--- config.mk ---
export PLATFORM = sky130hd
export DESIGN_NAME = pump_proportional_duty_ctrl
export DESIGN_NICKNAME = d
export VERILOG_FILES = /design/src/hw/rtl/ppdc_pkg.sv /design/src/hw/rtl/ppdc_cfg_regs.sv /design/src/hw/rtl/ppdc_duty_core.sv /design/src/hw/rtl/ppdc_pwm_scale.sv /design/src/hw/rtl/pump_proportional_duty_ctrl.sv
export VERILOG_INCLUDE_DIRS = /design/src /design/src/hw/rtl
export SDC_FILE = /design/constraint.sdc
export NUM_CORES = 1
export LEC_CHECK = 0
export BUFFER_PORTS_ARGS = -buffer_cell sky130_fd_sc_hd__buf_2
export CAP_MARGIN = 10
export CORE_ASPECT_RATIO = 0.8
export CORE_MARGIN = 4
export CORE_UTILIZATION = 65
export DETAILED_ROUTE_END_ITERATION = 10
export PLACE_DENSITY = 0.85
export SLEW_MARGIN = 20
export SYNTH_ARGS = -nofsm -noshare
export SYNTH_HDL_FRONTEND = slang
export SYNTH_HIERARCHICAL = 1
export SYNTH_SLANG_ARGS = --single-unit
--- constraint.sdc ---
create_clock -name clk -period 22.8 [get_ports clk]
set_clock_uncertainty 0.2 [all_clocks]
set_input_delay 6.84 -clock clk [delete_from_list [all_inputs] [get_ports clk]]
set_output_delay 6.84 -clock clk [all_outputs]
set_load 0.005 [all_outputs]
--- src/hw/rtl/pump_proportional_duty_ctrl_macros.svh ---
// ----------------------------------------------------------------------------
// Assertion macros for the pump duty controller
// Concurrent checks that compile away when SYNTHESIS is defined.
// ----------------------------------------------------------------------------
`ifndef PUMP_PROPORTIONAL_DUTY_CTRL_MACROS_SVH
`define PUMP_PROPORTIONAL_DUTY_CTRL_MACROS_SVH

`ifndef SYNTHESIS
// Same-cycle implication.
`define PPDC_ASSERT_IMPLY(lbl, ck, rn, ante, cons) \
  lbl: assert property (@(posedge ck) disable iff (!rn) (ante) |-> (cons)) \
    else $error("ppdc: same-cycle check failed");
// Next-cycle implication.
`define PPDC_ASSERT_NEXT(lbl, ck, rn, ante, cons) \
  lbl: assert property (@(posedge ck) disable iff (!rn) (ante) |=> (cons)) \
    else $error("ppdc: next-cycle check failed");
`else
`define PPDC_ASSERT_IMPLY(lbl, ck, rn, ante, cons)
`define PPDC_ASSERT_NEXT(lbl, ck, rn, ante, cons)
`endif

`endif

--- src/hw/rtl/ppdc_pkg.sv ---
// ----------------------------------------------------------------------------
// ppdc_pkg
// Types, register indexes, status codes and reset values of the pump
// proportional duty controller.
// ----------------------------------------------------------------------------
package ppdc_pkg;

  localparam int PWM_BITS_DEF = 10;

  localparam int CFG_ADDR_W = 3;
  localparam int CFG_DATA_W = 32;

  // Configuration register indexes
  localparam logic [CFG_ADDR_W-1:0] CFG_TARGET_PRESSURE = 3'd0;
  localparam logic [CFG_ADDR_W-1:0] CFG_PROP_GAIN       = 3'd1;
  localparam logic [CFG_ADDR_W-1:0] CFG_DUTY_FLOOR      = 3'd2;
  localparam logic [CFG_ADDR_W-1:0] CFG_DUTY_CEILING    = 3'd3;
  localparam logic [CFG_ADDR_W-1:0] CFG_SLEW_STEP       = 3'd4;
  localparam logic [CFG_ADDR_W-1:0] CFG_OVERVAC_LIMIT   = 3'd5;
  localparam logic [CFG_ADDR_W-1:0] CFG_LEAK_TIMEOUT    = 3'd6;

  // Result status codes
  localparam logic [1:0] ST_NORMAL  = 2'd0;
  localparam logic [1:0] ST_OVERVAC = 2'd1;
  localparam logic [1:0] ST_LEAK    = 2'd2;

  // Full scale duty, tenths of percent
  localparam logic [9:0] DUTY_FULL = 10'd1000;

  // Register reset values
  localparam logic signed [13:0] TARGET_PRESSURE_RST = -14'sd1000;
  localparam logic [11:0]        PROP_GAIN_RST       = 12'd512;
  localparam logic [9:0]         DUTY_FLOOR_RST      = 10'd300;
  localparam logic [9:0]         DUTY_CEILING_RST    = 10'd1000;
  localparam logic [9:0]         SLEW_STEP_RST       = 10'd50;
  localparam logic signed [14:0] OVERVAC_LIMIT_RST   = -15'sd2000;
  localparam logic [31:0]        LEAK_TIMEOUT_RST    = 32'd60000;

  typedef struct packed {
    logic               running;
    logic signed [15:0] pressure;
    logic [31:0]        now_ms;
  } ppdc_in_t;

  typedef struct packed {
    logic [9:0] duty_tenths;
    logic [9:0] pwm_compare;
    logic       pump_on;
    logic [1:0] status;
  } ppdc_out_t;

  // Result of the duty stage, before the compare value is scaled
  typedef struct packed {
    logic [9:0] duty_tenths;
    logic       pump_on;
    logic [1:0] status;
  } ppdc_mid_t;

  typedef struct packed {
    logic signed [13:0] target_pressure;
    logic [11:0]        prop_gain;
    logic [9:0]         duty_floor;
    logic [9:0]         duty_ceiling;
    logic [9:0]         slew_step;
    logic signed [14:0] overvac_limit;
    logic [31:0]        leak_timeout;
  } ppdc_cfg_t;

endpackage

--- src/hw/rtl/ppdc_cfg_regs.sv ---
// ----------------------------------------------------------------------------
// ppdc_cfg_regs
// Configuration register file; writes to an unused index are dropped.
// ----------------------------------------------------------------------------
module ppdc_cfg_regs
  import ppdc_pkg::*;
(
  input  logic                  clk,
  input  logic                  rst_n,
  input  logic                  cfg_we,
  input  logic [CFG_ADDR_W-1:0] cfg_addr,
  input  logic [CFG_DATA_W-1:0] cfg_wdata,
  output ppdc_cfg_t             cfg
);

  ppdc_cfg_t cfg_r;
  ppdc_cfg_t cfg_nxt;

  always_comb begin
    cfg_nxt = cfg_r;
    if (cfg_we) begin
      case (cfg_addr)
        CFG_TARGET_PRESSURE: cfg_nxt.target_pressure = $signed(cfg_wdata[13:0]);
        CFG_PROP_GAIN:       cfg_nxt.prop_gain       = cfg_wdata[11:0];
        CFG_DUTY_FLOOR:      cfg_nxt.duty_floor      = cfg_wdata[9:0];
        CFG_DUTY_CEILING:    cfg_nxt.duty_ceiling    = cfg_wdata[9:0];
        CFG_SLEW_STEP:       cfg_nxt.slew_step       = cfg_wdata[9:0];
        CFG_OVERVAC_LIMIT:   cfg_nxt.overvac_limit   = $signed(cfg_wdata[14:0]);
        CFG_LEAK_TIMEOUT:    cfg_nxt.leak_timeout    = cfg_wdata[31:0];
        default:             cfg_nxt = cfg_r;
      endcase
    end
  end

  always_ff @(posedge clk) begin
    if (!rst_n) begin
      cfg_r.target_pressure <= TARGET_PRESSURE_RST;
      cfg_r.prop_gain       <= PROP_GAIN_RST;
      cfg_r.duty_floor      <= DUTY_FLOOR_RST;
      cfg_r.duty_ceiling    <= DUTY_CEILING_RST;
      cfg_r.slew_step       <= SLEW_STEP_RST;
      cfg_r.overvac_limit   <= OVERVAC_LIMIT_RST;
      cfg_r.leak_timeout    <= LEAK_TIMEOUT_RST;
    end else begin
      cfg_r <= cfg_nxt;
    end
  end

  assign cfg = cfg_r;

endmodule

--- src/hw/rtl/ppdc_duty_core.sv ---
// ----------------------------------------------------------------------------
// ppdc_duty_core
// Duty computation for one update and the controller state it updates:
// proportional target, slew limit, over-vacuum and leak stops.
// ----------------------------------------------------------------------------
`include "pump_proportional_duty_ctrl_macros.svh"

module ppdc_duty_core
  import ppdc_pkg::*;
(
  input  logic      clk,
  input  logic      rst_n,
  input  ppdc_cfg_t cfg,
  input  ppdc_in_t  item,
  input  logic      step,
  output ppdc_mid_t res
);

  logic [9:0]  cur_duty_r, cur_duty_nxt;
  logic        reached_r, reached_nxt;
  logic        started_r, started_nxt;
  logic [31:0] start_r, start_nxt;

  logic signed [16:0] err;
  logic               err_pos;
  logic [27:0]        prod;
  logic [19:0]        want_raw;
  logic [9:0]         want_c;
  logic [9:0]         want;
  logic [10:0]        up;
  logic signed [11:0] dn;
  logic signed [11:0] slewed;
  logic [9:0]         applied;
  logic               overvac;
  logic               reach_hit;
  logic [31:0]        start_eff;
  logic [31:0]        elapsed;
  logic               leak;
  logic [9:0]         duty_out;
  logic [1:0]         status;

  assign err     = 17'(item.pressure) - 17'(cfg.target_pressure);
  assign err_pos = !err[16] && (err != 17'sd0);
  assign prod    = 28'(cfg.prop_gain) * 28'(err[15:0]);
  assign want_raw = prod[27:8];

  // Clamp to the ceiling first, then raise to the floor, so the floor wins.
  assign want_c = (want_raw > 20'(cfg.duty_ceiling)) ? cfg.duty_ceiling : want_raw[9:0];
  always_comb begin
    if (!err_pos) begin
      want = cfg.duty_floor;
    end else if (want_c < cfg.duty_floor) begin
      want = cfg.duty_floor;
    end else begin
      want = want_c;
    end
  end

  assign up = 11'(cur_duty_r) + 11'(cfg.slew_step);
  assign dn = $signed(12'(cur_duty_r)) - $signed(12'(cfg.slew_step));

  always_comb begin
    if (11'(want) > up) begin
      slewed = $signed(12'(up));
    end else if ($signed(12'(want)) < dn) begin
      slewed = dn;
    end else begin
      slewed = $signed(12'(want));
    end
  end

  // Here the ceiling wins over the floor.
  always_comb begin
    if (slewed < 12'sd0) begin
      applied = '0;
    end else if (slewed[10:0] > 11'(cfg.duty_ceiling)) begin
      applied = cfg.duty_ceiling;
    end else begin
      applied = slewed[9:0];
    end
  end

  assign overvac   = item.pressure < 16'(cfg.overvac_limit);
  assign reach_hit = item.pressure <= 16'(cfg.target_pressure);
  assign start_eff = started_r ? start_r : item.now_ms;
  assign elapsed   = item.now_ms - start_eff;
  assign leak      = !(reached_r || reach_hit) && (elapsed > cfg.leak_timeout);

  always_comb begin
    cur_duty_nxt = cur_duty_r;
    reached_nxt  = reached_r;
    started_nxt  = started_r;
    start_nxt    = start_r;
    status       = ST_NORMAL;
    if (!item.running) begin
      cur_duty_nxt = '0;
      started_nxt  = 1'b0;
    end else if (overvac) begin
      cur_duty_nxt = '0;
      reached_nxt  = 1'b0;
      started_nxt  = 1'b0;
      status       = ST_OVERVAC;
    end else if (leak) begin
      cur_duty_nxt = '0;
      reached_nxt  = 1'b0;
      started_nxt  = 1'b0;
      start_nxt    = start_eff;
      status       = ST_LEAK;
    end else begin
      cur_duty_nxt = applied;
      reached_nxt  = reached_r || reach_hit;
      started_nxt  = 1'b1;
      start_nxt    = start_eff;
    end
  end

  assign duty_out        = cur_duty_nxt;
  assign res.duty_tenths = duty_out;
  assign res.pump_on     = duty_out >= cfg.duty_floor;
  assign res.status      = status;

  always_ff @(posedge clk) begin
    if (!rst_n) begin
      cur_duty_r <= '0;
      reached_r  <= 1'b0;
      started_r  <= 1'b0;
      start_r    <= '0;
    end else if (step) begin
      cur_duty_r <= cur_duty_nxt;
      reached_r  <= reached_nxt;
      started_r  <= started_nxt;
      start_r    <= start_nxt;
    end
  end

  `PPDC_ASSERT_NEXT(a_idle_zero_duty, clk, rst_n, step && !item.running, cur_duty_r == '0)
  `PPDC_ASSERT_NEXT(a_stop_clears, clk, rst_n, step && (status != ST_NORMAL),
                    !started_r && !reached_r && (cur_duty_r == '0))
  `PPDC_ASSERT_NEXT(a_run_starts_timer, clk, rst_n,
                    step && item.running && (status == ST_NORMAL), started_r)

endmodule

--- src/hw/rtl/ppdc_pwm_scale.sv ---
// ----------------------------------------------------------------------------
// ppdc_pwm_scale
// Inverted compare value (1000 - duty) * (2^PWM_BITS - 1) / 1000, truncated,
// kept to 10 bits. The divide is a reciprocal multiply, exact for this range.
// ----------------------------------------------------------------------------
module ppdc_pwm_scale
  import ppdc_pkg::*;
#(
  parameter int PWM_BITS = PWM_BITS_DEF
) (
  input  logic [9:0] duty,
  output logic [9:0] pwm_compare
);

  localparam int XW         = PWM_BITS + 10;
  localparam int RecipShift = PWM_BITS + 20;
  localparam int MW         = PWM_BITS + 11;
  localparam int ProdW      = (2 * PWM_BITS + 21 > RecipShift + 10) ?
                              2 * PWM_BITS + 21 : RecipShift + 10;
  localparam longint unsigned RecipL =
    ((64'd1 << RecipShift) + 64'd999) / 64'd1000;
  localparam logic [MW-1:0] Recip = MW'(RecipL);

  logic [9:0]       inv;
  logic [XW-1:0]    scaled;
  logic [ProdW-1:0] prod;

  assign inv    = (duty >= DUTY_FULL) ? 10'd0 : DUTY_FULL - duty;
  // inv * (2^PWM_BITS - 1) as a shift and subtract
  assign scaled = {inv, {PWM_BITS{1'b0}}} - XW'(inv);
  assign prod   = ProdW'(scaled) * ProdW'(Recip);
  assign pwm_compare = prod[RecipShift +: 10];

endmodule

--- src/hw/rtl/pump_proportional_duty_ctrl.sv ---
// ----------------------------------------------------------------------------
// pump_proportional_duty_ctrl: throughput one update per cycle while the
// output is not stalled; stages are input, gain multiply and duty with
// state update, then the compare-value reciprocal multiply.
// Synchronous active-low reset restores register defaults and clears state.
// ----------------------------------------------------------------------------
`include "pump_proportional_duty_ctrl_macros.svh"

module pump_proportional_duty_ctrl
  import ppdc_pkg::*;
#(
  parameter int PWM_BITS = PWM_BITS_DEF
) (
  input  logic                  clk,
  input  logic                  rst_n,
  input  logic                  cfg_we,
  input  logic [CFG_ADDR_W-1:0] cfg_addr,
  input  logic [CFG_DATA_W-1:0] cfg_wdata,
  input  logic                  in_valid,
  output logic                  in_stall,
  input  ppdc_in_t              in_data,
  output logic                  out_valid,
  input  logic                  out_stall,
  output ppdc_out_t             out_data
);

  localparam logic [9:0] PwmAtZero = 10'(((64'd1 << PWM_BITS) - 64'd1) & 64'h3FF);

  ppdc_cfg_t cfg;
  ppdc_mid_t mid;
  logic [9:0] pwm_compare;

  logic      s1_v_r, s1_v_nxt;
  logic      s2_v_r, s2_v_nxt;
  logic      s3_v_r, s3_v_nxt;
  ppdc_in_t  s1_r;
  ppdc_mid_t s2_r;
  ppdc_out_t s3_r;

  logic s3_free, s2_free, s1_free;
  logic s1_adv, s2_adv, in_xfer;

  ppdc_cfg_regs u_cfg (
    .clk      (clk),
    .rst_n    (rst_n),
    .cfg_we   (cfg_we),
    .cfg_addr (cfg_addr),
    .cfg_wdata(cfg_wdata),
    .cfg      (cfg)
  );

  ppdc_duty_core u_core (
    .clk  (clk),
    .rst_n(rst_n),
    .cfg  (cfg),
    .item (s1_r),
    .step (s1_adv),
    .res  (mid)
  );

  ppdc_pwm_scale #(
    .PWM_BITS(PWM_BITS)
  ) u_pwm (
    .duty       (s2_r.duty_tenths),
    .pwm_compare(pwm_compare)
  );

  // A stage takes new data when it is empty or its content moves on.
  assign s3_free = !s3_v_r || !out_stall;
  assign s2_adv  = s2_v_r && s3_free;
  assign s2_free = !s2_v_r || s3_free;
  assign s1_adv  = s1_v_r && s2_free;
  assign s1_free = !s1_v_r || s2_free;
  assign in_xfer = in_valid && s1_free;

  always_comb begin
    s1_v_nxt = s1_free ? in_valid : s1_v_r;
    s2_v_nxt = s2_free ? s1_v_r : s2_v_r;
    s3_v_nxt = s3_free ? s2_v_r : s3_v_r;
  end

  always_ff @(posedge clk) begin
    if (!rst_n) begin
      s1_v_r <= 1'b0;
      s2_v_r <= 1'b0;
      s3_v_r <= 1'b0;
    end else begin
      s1_v_r <= s1_v_nxt;
      s2_v_r <= s2_v_nxt;
      s3_v_r <= s3_v_nxt;
    end
  end

  always_ff @(posedge clk) begin
    if (in_xfer) begin
      s1_r <= in_data;
    end
    if (s1_adv) begin
      s2_r <= mid;
    end
    if (s2_adv) begin
      s3_r.duty_tenths <= s2_r.duty_tenths;
      s3_r.pwm_compare <= pwm_compare;
      s3_r.pump_on     <= s2_r.pump_on;
      s3_r.status      <= s2_r.status;
    end
  end

  assign in_stall  = !s1_free;
  assign out_valid = s3_v_r;
  assign out_data  = s3_r;

  `PPDC_ASSERT_NEXT(a_s1_holds, clk, rst_n, s1_v_r && !s1_adv, s1_v_r)
  `PPDC_ASSERT_IMPLY(a_stop_zero_duty, clk, rst_n, s2_v_r && (s2_r.status != ST_NORMAL),
                     s2_r.duty_tenths == '0)
  `PPDC_ASSERT_IMPLY(a_zero_duty_full_cmp, clk, rst_n,
                     s3_v_r && (s3_r.duty_tenths == '0), s3_r.pwm_compare == PwmAtZero)

endmodule

==> out/metrics.yaml <==
status: "finished clean"
cts.reportedPaths.clkPinSlew_ns: 0.06
worst_path_most_repeated_cell: "a21oi_1"
cts_setup_buffers: 0
hp-class: "reg2reg"
grt_pass1_wl_mm: 123
port_buffers: 113
async_flop_share_pct: 0
maxCapViolCount: 0
cts_num_sinks: 235
power_leakage_nw: 14.4
p_comb_share_pct: 73.6
grt_max_degree: 76
ys_warn_count: 6
synth_cell_type_count: 100
routed_wirelength_mm: 77.5
synth_top_area_share_pct: 18.4
ir_worst_vdd_v: 0.000177
final_util_pct: 70.0
slowest_delay_ns: 0.77
dieHeight_um: 192
grt_pass1_vias: 23200
post-synth-top-count-cell: "inv_1"
area_delta_synth_final_pct: 6.42
seq_area_frac_synth_pct: 20.2
cpMaxStageDelayCell: "a21oi_1"
start_util_pct: 65.8
critPathCaptureType: "flop"
synth_area_leaders: "ha_1 (18%), fa_1 (17%), dfxtp_1 (11%)"
final.min_clock_period_ns: 18.81
tns_ns: 0
postRouteAntennaNets: 0
rows: 67
fp.dieArea_um2: 45700
start_kind: "flop"
htreeDepth: 1
power_density_nw_per_um2: 114
whs_ns: 0.217
fin_crit_sh_pct: 82.5
synth_seq_cells: 235
first_pass_iters: 8
switching_share_pct: 50.8
crit_path_max_fanout: 17
syn_area_um2: 27500
synthSimpleGateAreaFrac_pct: 15.6
die_w_um: 238
cts_resized: 0
routedWlPerCell_um: 21.1
worst-slew-pin-transition_ns: 1.15
synth-compound-area-share_pct: 12.7
yosys-mux-area-fraction_pct: 5.90
grt_usage_pct: 33.5
net-switching-power_mw: 1.70
cts-buffers-inserted: 25
avgSynthCellArea_um2: 9.01
overflow: 0
layout-drive-gt1-share_pct: 7.29
cts-root-buf: "clkbuf_16"
critPathRequiredTime_ns: 22.90
syn-num-nets: 3776
io_pins: 114
dpl.hpwl_mm: 62.6
vias: 22800
drc: 0
cts_tree: "built"
rsz0062_at_grt: "no"
yosysTopAreaCell: "ha_1"
clock_path_buffers: 3
setup_viol: 0
maxSlewHeadroom_pct: 22.8
setup.worst_path.class: "reg2reg"
drt_iter0_markers: 1998
power.share.clock_pct: 11.8
layout.nets: 3833
core_um2: 41800
antenna_found_initial: 3
synth_xor_area_share_pct: 2.66
synth_edf_count: 85
synthAdderAreaFrac_pct: 35.0
p_int_mw: 1.65
worstSkewPairLatency_ns: 0.55
synth_common_cells: "inv_1 (463), ha_1 (405), nand2_1 (333)"
vias_per_cell: 6.19
pwr-share-seq_pct: 14.5
slew_viol_final: 0
arrival_ns: 18.91
gp_congestion: 0.990
ys_dominant_reg_cell: "dfxtp_1"
synth_top_family_by_area: "adder cells"
syn_inst: 3054
hold_viol: 0
cts_hold_buf: 0
fmax_ghz: 0.0532
[kinds of logic (layout without fill, tap and decap cells)]
family          after synthesis  count (layout)
xor+xnor                     82              82
compound gates              521             521
flops                       235             235
other cells                   0               3
mux                         159             159
simple gates                861             861
buf+inv                     563             637
fa+ha+maj                   633             633
[stage by stage]
stage | cell area [µm²] | power, mW | std cells | worst slack (ns)
after global routing | 29300 | 3.61 | 3683 | 2.72
after CTS | 29300 | 3.27 | 3680 | 4.26
after global placement | 28500 | 2.75 | 3636 | 4.17
final | 29300 | 3.35 | 3683 | 3.99
after floorplan | 27500 | 2.16 | 3054 | 6.23
after detailed placement | 28500 | 2.85 | 3636 | 4.34
[registers in the layout, indices dropped and copies added, names as in the netlist]
register and flops:
out_data 23, out_valid 1, s1_r 49, s1_v_r 1, s2_r 13, s2_v_r 1, u_cfg/cfg 103, u_core/cur_duty_r 10
u_core/reached_r 1, u_core/start_r 32, u_core/started_r 1
[power by group through the flow]
stage                     sequential [mW]  combinational [mW]  clock, mW
final                               0.486                2.46      0.396
after global routing                0.487                2.71      0.419
after CTS                           0.485                2.38      0.403
after global placement              0.493                2.26          0
after floorplan                     0.488                1.67          0
after detailed placement            0.494                2.36          0
[worst max-delay path, delay by kind of cell (launching register included)]
family,cells,cell delay (ns)
XOR/XNOR,2,0.88
adder cells (fa/ha/maj),12,4.64
AND/OR/NAND/NOR,28,5.68
AO/OA/AOI/OAI,31,5.83
flip-flops,1,0.39
multiplexers,2,0.71
buffers and inverters,4,0.22
[placed cells by master, fill, tap and decap left out, types with 51 or more instances in the layout]
cell type	n
inv_1	463
ha_1	405
nand2_1	333
fa_1	228
a21oi_1	149
dfxtp_1	149
mux2i_1	144
buf_2	112
nor2_1	110
o21ai_0	95
nor2b_1	89
edfxtp_1	85
and2_1	78
xnor2_1	63
a21o_1	51
[cell type report]
class	instances	area, µm²
multi-input combinational	2256	19800
clock inverter	7	56.3
clock buffer	37	733
timing repair buffer	130	696
inverter	463	1740
antenna	3	7.51
sequential	235	5560
tap	552	691
fill	3200	12500
[path summary, 6_finish.rpt]
check                start          end  slack, ns  depth (start not counted)
max          u_cfg/cfg[90]      s2_r[2]       3.99                         79
min                s2_r[2]  out_data[2]       0.22                          0
max reg2reg  u_cfg/cfg[90]      s2_r[2]       3.99                         79
min reg2reg        s2_r[2]  out_data[2]       0.22                          0
[metal layers]
| layer | GRT usage, % | part of all wire, % | vias up | wire length (µm) |
|---|---|---|---|---|
| met5 | 0 | 0 | - | 0 |
| met4 | 7.10 | 2.1 | 0 | 1600 |
| met3 | 10.8 | 12 | 147 | 9400 |
| met2 | 50.2 | 42 | 1130 | 32400 |
| met1 | 47.8 | 44 | 11100 | 34200 |
| li1 | - | - | 10400 | - |
Note: power is estimated with default switching activity, not from simulation.
